$ cat config.mk
export PLATFORM = sky130hd
export DESIGN_NAME = rtdt_div
export DESIGN_NICKNAME = d
export VERILOG_FILES = /design/src/design/rtdt_div.sv
export SDC_FILE = /design/constraint.sdc
export NUM_CORES = 1
export LEC_CHECK = 0
export BUFFER_PORTS_ARGS = -buffer_cell sky130_fd_sc_hd__buf_4
export CAP_MARGIN = 20
export CELL_PAD_IN_SITES_DETAIL_PLACEMENT = 1
export CELL_PAD_IN_SITES_GLOBAL_PLACEMENT = 2
export CORE_MARGIN = 10
export CORE_UTILIZATION = 35
export DETAILED_ROUTE_END_ITERATION = 8
export GPL_TIMING_DRIVEN = 0
export PLACE_DENSITY_LB_ADDON = 0.1
export SLEW_MARGIN = 20
export SYNTH_ARGS = -nofsm -noshare
export SYNTH_HDL_FRONTEND = slang
export SYNTH_SLANG_ARGS = --single-unit
$ cat constraint.sdc
create_clock -name clk -period 3.2 [get_ports clk]
set_input_delay 0.16 -clock clk [delete_from_list [all_inputs] [get_ports clk]]
set_output_delay 0.16 -clock clk [all_outputs]
set_load 0.05 [all_outputs]
$ cat src/design/rtdt_div.sv
module rtdt_div #(
  parameter int NW = 64,
  parameter int DW = 30
) (
  input  logic          clk,
  input  logic          rst_n,
  input  logic          start,
  input  logic [NW-1:0] dividend,
  input  logic [DW-1:0] divisor,
  output logic          done,
  output logic [NW-1:0] quotient
);

  localparam int CW = $clog2(NW + 1);

  logic [CW-1:0] cnt_r;
  logic          busy_r;
  logic          done_r;
  logic [NW-1:0] q_r;
  logic [DW-1:0] rem_r;
  logic [DW-1:0] dvs_r;
  logic [DW:0]   rem_sh;
  logic [DW:0]   diff;
  logic          fits;

  // restoring division, one quotient bit per cycle, MSB first
  always_comb begin
    rem_sh = {rem_r, q_r[NW-1]};
    diff   = rem_sh - {1'b0, dvs_r};
    fits   = (rem_sh >= {1'b0, dvs_r});
  end

  always_ff @(posedge clk) begin
    if (!rst_n) begin
      busy_r <= 1'b0;
      done_r <= 1'b0;
      cnt_r  <= '0;
    end else begin
      done_r <= busy_r && (cnt_r == CW'(1));
      if (start) begin
        busy_r <= 1'b1;
        cnt_r  <= CW'(NW);
      end else if (busy_r) begin
        cnt_r <= cnt_r - CW'(1);
        if (cnt_r == CW'(1)) begin
          busy_r <= 1'b0;
        end
      end
    end
  end

  always_ff @(posedge clk) begin
    if (start) begin
      q_r   <= dividend;
      rem_r <= '0;
      dvs_r <= divisor;
    end else if (busy_r) begin
      q_r   <= {q_r[NW-2:0], fits};
      rem_r <= fits ? diff[DW-1:0] : rem_sh[DW-1:0];
    end
  end

  assign done     = done_r;
  assign quotient = q_r;

endmodule

==> Word-level counts from Yosys, hierarchy flattened <==
Index checks and enable logic that the tools add are counted.
{ "word_totals": {"reg_bits": 133, "in_bits": 97, "out_inout_bits": 65, "word_cells": 23} }
{ "op_classes": {"n_addsub": 2, "n_lt_le_gt_ge": 1, "n_eq_ne": 1, "mux": 8, "n_bitwise": 1, "n_reduce_logical": 3} }
{ "ops": {"columns": ["op", "n"], "rows": [
  ["64-bit two-way mux", 2],
  ["31-bit by 30-bit >= comparator with 1-bit output", 1],
  ["30-bit two-way mux", 1],
  ["30-bit subtractor", 1],
  ["7-bit two-way mux", 2],
  ["7-bit by 1-bit == test with 1-bit output, second input constant", 1],
  ["7-bit by 1-bit subtractor with 7-bit output, second input constant", 1],
  ["1-bit two-way mux", 3],
  ["2-bit nonzero test", 1],
  ["2-bit OR reduction", 1],
  ["1-bit logical AND", 1],
  ["1-bit inverter", 1]
]} }

==> Longest topological paths before layout <==
Gate-level depths: netlist of run 1.
{ "logic_depth": {"depth_word": 4, "mapped_depth": 12, "depth_no_buf": 12} }

==> Least setup slack after synthesis of run 1 <==
No wires, ideal clock.
{ "synth_timing": {"path_type": "register to register", "start": "reg q_r[63], in the netlist quotient[63]", "end": "reg rem_r[28]", "setup_ns": 0.128, "t_arrival_ns": 2.951, "t_required_ns": 3.072, "slack_ns": 0.121, "path_stages_with_launch": 13, "path_buffers": 0, "period_less_slack_ns": 3.079, "cell_sequence": "edfxtp_1 inv_1 ha_1 inv_1 fa_1 a211oi_1 o21ai_0 a21oi_1 o21ai_1 a211oi_2 mux2i_1 a2111oi_0 o31ai_1"} }
{ "synth_via": {"elab_chain_cells": 2, "word_cells_on_any_way": 3, "cone_classes": "add/sub (1); order compare (1); mux (1)"} }
{ "synth_rtl": {"columns": ["element", "line", "source"], "rows": [
  ["start: declaration", "19", "logic [NW-1:0] q_r;"],
  ["start signal: assignment", "54", "q_r <= dividend;"],
  ["start signal: assignment", "58", "q_r <= {q_r[NW-2:0], fits};"],
  ["30-bit subtractor / 31-bit by 30-bit >= comparator with 1-bit output (equally long branches)", "29, 30", null],
  ["30-bit two-way mux *", "59", "rem_r <= fits ? diff[DW-1:0] : rem_sh[DW-1:0];"],
  ["end signal: assignment", "59", null],
  ["end: declaration", "20", "logic [DW-1:0] rem_r;"]
]} }
Every way passes the cells marked *; elsewhere a longest branch is shown, timed or not.
A chain may end at the register's enable or synchronous reset.

==> Final worst setup path of run 1 <==
Ends and elaborated chain as after synthesis.

==> impl_metrics.csv, run 1 <==
group,metric,value,unit
yosys,synth.cell_area,7126,um2
yosys,synth_top_family_by_area,"multiplexers",
timing,timing_worst_slew_pin_value,0.7949,ns
pwr,vdd.ir_drop.worst,0.3360,mV
clocking,cts-root-to-sink-buffers,2,
yosys,synth-warning-count,0,
grt,grt_pass1_wl,36250,um
yosys,fraction_of_the_mapped_netlist_area_in_compound_gates,0.1240,
clocking,clkSinkCount,133,
yosys,synth.area.mux_share,0.1292,
grt,track_usage,0.1744,
yosys,synthMostInstantiatedCell,"sky130_fd_sc_hd__edfxtp_1",
critical_path,worstPathMaxFanout,3,
clocking,tritoncts,"done",
yosys,synth.cells.most_frequent,"sky130_fd_sc_hd__edfxtp_1, sky130_fd_sc_hd__mux2_2, sky130_fd_sc_hd__nor2_1",
route,postRouteAntennaNets,0,
floorplan,pin_count,162,
layout,area_growth_syn_to_layout,34.93,%
floorplan,die_area,26470,um2
clocking,worst_skew_pair.late_latency,0.43,ns
yosys,synth-seq-cells,133,
critical_path,beginning_of_the_worst_register_to_register_path,"quotient[63]$_DFFE_PP_",
route,drt_drc_violations_left,0,
critical_path,critPathRequiredTime,3.51,ns
route,route.detailed.wl_per_inst,19.82,um
critical_path,reg2reg_setup_slack,0.21,ns
timing,post-route-period-util,0.9348,
run_status,status,"complete, no violations",
run,max-cap-violations,0,
yosys,adder_and_majority_cell_fraction_of_the_synthesized_area,0.06076,
placement,placed_area,8695,um2
timing,final_period_minus_worst_setup_slack,2.991,ns
timing,fin_tns_setup,0,ns
grt,remaining_global_route_overflow,0,
layout,fin_util,0.4782,
yosys,seq_area_frac_synth,0.5057,
yosys,netlist_top_cells_area,"sky130_fd_sc_hd__edfxtp_1, sky130_fd_sc_hd__dfxtp_1, sky130_fd_sc_hd__mux2_2",
timing,worst_slew_margin_rel,0.4700,
critical_path,timing_worst_setup_path_type,"reg -> reg",
clocking,cts.reportedPaths.clkPinSlew,0.07,ns
floorplan,floorplan.die.width,162.7,um
grt,grt_antenna_before_repair,0,
min_path,hp-start,"dividend[17]",
timing,hold_viol_final,0,
yosys,synth_xor_xnor_area_share,0.03565,
timing,rsz0062_at_grt,"false",
floorplan,std_cell_rows,52,
yosys,total_nets_after_synthesis,778,
layout,num_antenna_cells,0,
yosys,dominantRegCellSynth,"sky130_fd_sc_hd__edfxtp_1",
critical_path,cp-start-kind,"register",
placement,finalWeightedCongestion,0.8455,
layout,num-nets-final,993,
yosys,number_of_flops_mapped_to_enable_cells_by_yosys,94,
yosys,synthSimpleGateAreaFrac,0.1038,
min_path,min_path_cells,2,
yosys,synth_largest_type_area_fraction,0.3961,
pwr,p_per_area,547.9,nW/um2
route,vias_per_cell,5.009,
clocking,cts_buffers,17,
yosys,syn-instance-count,647,
yosys,yosysUniqueCellTypes,61,
placement,hpwlAfterDp,17120,um
yosys,postSynth.asyncResetShare,0,
layout,drive_gt1_frac,0.3211,
timing,finalSetupViolCount,0,
placement,port_buffers,161,
layout,finalInstanceArea,9614,um2
critical_path,reg2reg_to,"rem_r[28]$_SDFFE_PP0P_",
min_path,hold_class,"in -> reg",
floorplan,initial_core_util,0.3544,
grt,grt_max_degree,34,
route,total_routed_wirelength,22700,um
clocking,cts_htree_levels,4,
grt,first_global_vias,6471,
critical_path,cp.arrival,3.30,ns
clocking,clockRootBuffer,"sky130_fd_sc_hd__clkbuf_16",
timing,clock-skew-final,0.01018,ns
critical_path,startpoint,"quotient[63]$_DFFE_PP_",
critical_path,crit_path_end_kind,"register",
route,violation_count_after_the_first_detailed_route_iteration,169,
timing,fmax,334.3,MHz
pwr,cellLeakagePower,0.004064,uW
floorplan,die_height,162.7,um
yosys,synth.largest_area_cell,"sky130_fd_sc_hd__edfxtp_1",
route,dr.pass1.iters,4,
min_path,worstHoldEndpoint,"quotient[17]$_DFFE_PP_",
route,route.vias.total,5735,
critical_path,r2r.worst_path.cells,12,
floorplan,placeableCoreArea,20100,um2
timing,report.final.slew_viol_count,0,
yosys,synth.avg_cell_area,11.01,um2
==> timing repair <==
item	CTS	global route
setup endpoints to repair	2	12
gates cloned	0	0
buffers inserted	2	1
endpoints found under the hold margin	32	0
pin swaps	2	3
resized for setup	3	5
hold buffers	31	0
==> worst max-delay path by stage <==
| stage | endpoint | slack [ns] | depth (start not counted) |
|---|---|---|---|
| global route | rem_r[28]$_SDFFE_PP0P_ | 0.02 | 12 |
| floorplan | rem_r[28]$_SDFFE_PP0P_ | 0.12 | 12 |
| global placement | quotient[39]$_DFFE_PP_ | -0.93 | 5 |
| finish | rem_r[28]$_SDFFE_PP0P_ | 0.21 | 12 |
| CTS | rem_r[28]$_SDFFE_PP0P_ | 0.05 | 12 |
| detailed placement | rem_r[28]$_SDFFE_PP0P_ | -0.27 | 12 |
==> per-layer routing <==
layer / global-route usage / vias up / part of all wire
met3: 0.08746 / 23 / 0.095
met5: 0 / - / 0
met4: 0.04795 / 0 / 0.011
met1: 0.1966 / 2768 / 0.41
li1: - / 2796 / -
met2: 0.2859 / 148 / 0.48
==> cell usage in the layout, fill, tap and decap left out, drive strengths merged, types with 2 or more instances in the layout <==
cell type    count
buf            170
edfxtp          94
mux2            64
nor2            54
inv             54
nand2           49
a21oi           40
clkbuf          40
dfxtp           39
ha              33
dlygate4sd3     31
o21ai           30
a211oi          24
xnor2           21
mux2i           20
nor3            11
nand4           10
xor2             8
nor2b            7
nand3            7
nand2b           5
o211ai           5
a21o             4
o21bai           4
o31ai            4
clkinv           4
o21a             3
and3             3
or3              3
a32oi            3
a21boi           3
nor4             3
a41oi            2
a31oi            2
clkinvlp         2
==> kinds of logic after synthesis <==
logic type	Yosys count
buffers and inverters	73
AND/OR/NAND/NOR	159
XOR/XNOR	29
AO/OA/AOI/OAI	135
flip-flops	133
multiplexers	84
adder cells (fa/ha/maj)	34
==> power breakdown <==
group / leakage (uW) / switching (uW) / total, uW / internal [uW]
clock: 0.000271 / 869 / 1890 / 1020
combinational: 0.00254 / 787 / 1270 / 485
sequential: 0.00126 / 83.5 / 2100 / 2020
==> per-stage QoR <==
| step | worst slack, ns | power, uW | hold slack [ns] | std cells |
|---|---|---|---|---|
| after global routing | 0.02114 | 5529 | 0.002660 | 1145 |
| after detailed placement | -0.2749 | 3372 | 0.3396 | 1079 |
| after CTS | 0.05286 | 5325 | 0.01316 | 1144 |
| after floorplan | 0.1212 | 2941 | 0.2589 | 647 |
| after global placement | -0.9294 | 3345 | 0.3378 | 1078 |
| final | 0.2088 | 5267 | 0.02775 | 1145 |
==> sequential cells by signal, summed over array words and instances (netlist names) <==
signal and cells:
done 1, cnt_r 7, dvs_r 30, quotient 64
busy_r 1, rem_r 30
==> critical path, cell delays in order, from the launching register on <==
cell and delay (ns):
sky130_fd_sc_hd__edfxtp_1 0.39, sky130_fd_sc_hd__inv_1 0.12, sky130_fd_sc_hd__ha_1 0.15, sky130_fd_sc_hd__inv_1 0.05, sky130_fd_sc_hd__fa_1 0.45, sky130_fd_sc_hd__a211oi_2 0.28
sky130_fd_sc_hd__o21ai_2 0.13, sky130_fd_sc_hd__a21oi_2 0.20, sky130_fd_sc_hd__o21ai_2 0.12, sky130_fd_sc_hd__a211oi_2 0.38, sky130_fd_sc_hd__mux2i_1 0.14, sky130_fd_sc_hd__a2111oi_2 0.37
sky130_fd_sc_hd__o31ai_1 0.10
==> final cells by class <==
| cell class | count | area (um2) |
|---|---|---|
| clock inverters | 15 | 133.9 |
| plain buffers | 28 | 122.6 |
| repair buffers | 196 | 1562 |
| clock buffers | 17 | 425.4 |
| flip-flops and latches | 133 | 3603 |
| multi-input cells | 441 | 3258 |
| well taps | 270 | 337.8 |
| inverters | 45 | 171.4 |
| fillers | 2192 | 10490 |
No activity file was read; power rests on OpenSTA's default activity.
==> inputs of run 2 (changes only) <==
--- a/config.mk
+++ b/config.mk
@@ -10,7 +10,7 @@
 export CELL_PAD_IN_SITES_DETAIL_PLACEMENT = 1
 export CELL_PAD_IN_SITES_GLOBAL_PLACEMENT = 2
 export CORE_MARGIN = 10
-export CORE_UTILIZATION = 35
+export CORE_UTILIZATION = 31
 export DETAILED_ROUTE_END_ITERATION = 8
 export GPL_TIMING_DRIVEN = 0
 export PLACE_DENSITY_LB_ADDON = 0.1
@@ -18,3 +18,4 @@
 export SYNTH_ARGS = -nofsm -noshare
 export SYNTH_HDL_FRONTEND = slang
 export SYNTH_SLANG_ARGS = --single-unit
+export TNS_END_PERCENT = 1
==> constraint.sdc (replaced) <==
create_clock -name clk -period 2.5 [get_ports clk]
set_input_delay 0.125 -clock clk [delete_from_list [all_inputs] [get_ports clk]]
set_output_delay 0.125 -clock clk [all_outputs]
set_load 0.05 [all_outputs]
==> run 2 against run 1 <==
Net effect:
- the flow now finishes with violations (setup timing)
- count of clock-buffer cells in the layout grew 1
- register-to-register slack worse by 0.44 ns
- largest power group unchanged
- combinational power grew 39%
- routed wire length rose by 6.6%
- power is 34% higher
- clock skew increased by 0.0061 ns
- non-clock buffer count is 54 higher
- die area grew 11%
- sequential share of layout area down 2.8 points
- via count rose by 4.4%
==> impl_metrics.csv, run 2 (same netlist as run 1, synthesis figures left out) <==
group,metric,value,unit
critical_path,crit_path_end_kind,"register",
timing,worst_slew_margin_rel,0.4536,
pwr,p_per_area,679.8,nW/um2
clocking,cts-root-to-sink-buffers,2,
route,route.detailed.wl_per_inst,19.93,um
grt,track_usage,0.1699,
timing,timing_worst_slew_pin_value,0.8195,ns
grt,grt_pass1_wl,38920,um
grt,met3_usage,0.07495,
route,postRouteAntennaNets,0,
timing,finalSetupViolCount,25,
layout,multi_input_area,3391,um2
grt,grt_max_degree,38,
floorplan,initial_core_util,0.3147,
floorplan,die_height,171.6,um
floorplan,placeableCoreArea,22640,um2
clocking,cts.reportedPaths.clkPinSlew,0.07,ns
placement,post-place-cells,1094,
grt,global_routing_met2_resource_utilization,0.2781,
layout,regArea,3603,um2
run,max-cap-violations,0,
pwr,power.clock.fraction,0.369,
layout,most-common-layout-cells,"sky130_fd_sc_hd__buf_4, sky130_fd_sc_hd__edfxtp_1, sky130_fd_sc_hd__dlygate4sd3_1, sky130_fd_sc_hd__mux2_2, sky130_fd_sc_hd__nor2_1",
layout,num_antenna_cells,0,
placement,placed_area,8728,um2
run_status,violations,"setup timing",
timing,fmax,365.7,MHz
clocking,clockRootBuffer,"sky130_fd_sc_hd__clkbuf_16",
clocking,worst_skew_pair.late_latency,0.43,ns
critical_path,timing_worst_setup_path_type,"reg -> reg",
route,violation_count_after_the_first_detailed_route_iteration,233,
route,dr.pass1.iters,4,
layout,num-nets-final,1047,
clocking,clkSinkCount,133,
floorplan,pin_count,162,
pwr,power.sequential.fraction,0.382,
grt,first_global_vias,6789,
pwr,report.power.total,7063,uW
timing,post-route-period-util,1.094,
timing,report.final.slew_viol_count,0,
pwr,switching_share,0.3219,
layout,final_common_cell,"sky130_fd_sc_hd__buf_4",
timing,hold-worst-slack,0.009046,ns
layout,fin_cells,1214,
critical_path,cp-start-kind,"register",
critical_path,startpoint,"quotient[63]$_DFFE_PP_",
timing,rsz0062_at_grt,"true",
min_path,hp-start,"dividend[1]",
floorplan,die_area,29450,um2
run_status,status,"complete, but fails checks",
placement,hpwlAfterDp,17500,um
grt,grt_most_used_layer,"met2",
clocking,cts_htree_levels,4,
route,drt_drc_violations_left,0,
grt,grt_antenna_before_repair,0,
critical_path,worstPathMaxFanout,3,
critical_path,beginning_of_the_worst_register_to_register_path,"quotient[63]$_DFFE_PP_",
critical_path,cp.arrival,3.08,ns
route,total_routed_wirelength,24200,um
timing,worst_slack,-0.2348,ns
pwr,power_frac_comb,0.249,
layout,area_growth_syn_to_layout,45.81,%
grt,groute.layer.met1.usage,0.1971,
grt,remaining_global_route_overflow,0,
clocking,cts_buffers,17,
pwr,cellLeakagePower,0.004383,uW
timing,hold_viol_final,0,
clocking,tritoncts,"done",
route,route.vias.total,5987,
critical_path,critPathRequiredTime,2.84,ns
route,vias_per_cell,4.932,
placement,port_buffers,161,
timing,clock-skew-final,0.01628,ns
floorplan,floorplan.die.width,171.6,um
pwr,vdd.ir_drop.worst,0.4558,mV
min_path,hold_class,"in -> reg",
layout,largest_register_ff_count,64,
layout,final.fill_count,2428,
pwr,cell_internal_pwr,4790,uW
floorplan,std_cell_rows,55,
layout,drive_gt1_frac,0.3305,
pwr,netSwitchingPower,2273,uW
timing,final_period_minus_worst_setup_slack,2.735,ns
layout,finalInstanceArea,10390,um2
placement,finalWeightedCongestion,0.8510,
==> run 2: cell count changes in the layout (fill, tap and decap cells not counted), moves of 4 or more <==
cell and delta:
sky130_fd_sc_hd__a21oi_2 +4, sky130_fd_sc_hd__dlygate4sd3_1 +53, sky130_fd_sc_hd__clkbuf_1 -5, sky130_fd_sc_hd__a21oi_1 -5
==> run 2: worst paths after layout <==
check | to | slack [ns] | cells after the start
worst max-delay path | rem_r[28]$_SDFFE_PP0P_ | -0.23 | 12
worst min-delay path | quotient[1]$_DFFE_PP_ | 0.009 | 2
worst max register to register | rem_r[28]$_SDFFE_PP0P_ | -0.23 | 12
worst min register to register | rem_r[26]$_SDFFE_PP0P_ | 0.50 | 2
==> run 2: worst max-delay path, cell delays in order, from the launching register on <==
cell and delay, ns:
sky130_fd_sc_hd__edfxtp_1 0.40, sky130_fd_sc_hd__inv_2 0.09, sky130_fd_sc_hd__ha_1 0.14, sky130_fd_sc_hd__inv_1 0.05
sky130_fd_sc_hd__fa_2 0.39, sky130_fd_sc_hd__a211oi_4 0.25, sky130_fd_sc_hd__o21ai_2 0.11, sky130_fd_sc_hd__a21oi_2 0.19
sky130_fd_sc_hd__o21ai_2 0.14, sky130_fd_sc_hd__a211oi_4 0.36, sky130_fd_sc_hd__mux2i_1 0.27, sky130_fd_sc_hd__a2111oi_2 0.06
sky130_fd_sc_hd__o31ai_1 0.20
==> run 2: metal layers <==
layer	vias up	wire length (um)	part of all wire
met1	2901	10190	0.42
met2	150	11520	0.48
met4	0	340	0.014
li1	2912	-	-
met3	24	2148	0.089
met5	-	0	0
==> run 2: metrics by stage <==
| stage | setup slack, ns | utilization | TNS [ns] |
|---|---|---|---|
| global placement | -1.597 | 0.3845 | -114.40 |
| CTS | -0.2420 | 0.4565 | -3.695 |
| detailed placement | -0.4692 | 0.3855 | -29.25 |
| global route | -0.4104 | 0.4589 | -9.658 |
| finish | -0.2348 | 0.4589 | -1.879 |
| floorplan | -0.2099 | - | -2.460 |
==> run 2: power by group through the flow <==
stage	sequential [uW]	combinational (uW)	clock, uW
floorplan	3100	674	0
global placement	2730	1570	0
detailed placement	2740	1590	0
CTS	2700	1750	2660
global route	2720	1910	2760
finish	2700	1760	2610
==> run 2: layout make-up <==
cell class / instances / share of cell area
well taps: 285 / 0.03432
clock buffers: 18 / 0.04131
clock inverters: 14 / 0.01590
flip-flops and latches: 133 / 0.3468
plain buffers: 25 / 0.01337
inverters: 45 / 0.01650
multi-input cells: 441 / 0.3263
repair buffers: 253 / 0.2054
==> run 2: repair_timing <==
item / in CTS / in global routing
hold endpoints to repair: 86 / 0
setup buffers: 5 / 2
pin swaps: 8 / 9
gates resized for setup: 32 / 12
hold buffers: 84 / 0
setup endpoints to repair: 31 / 68
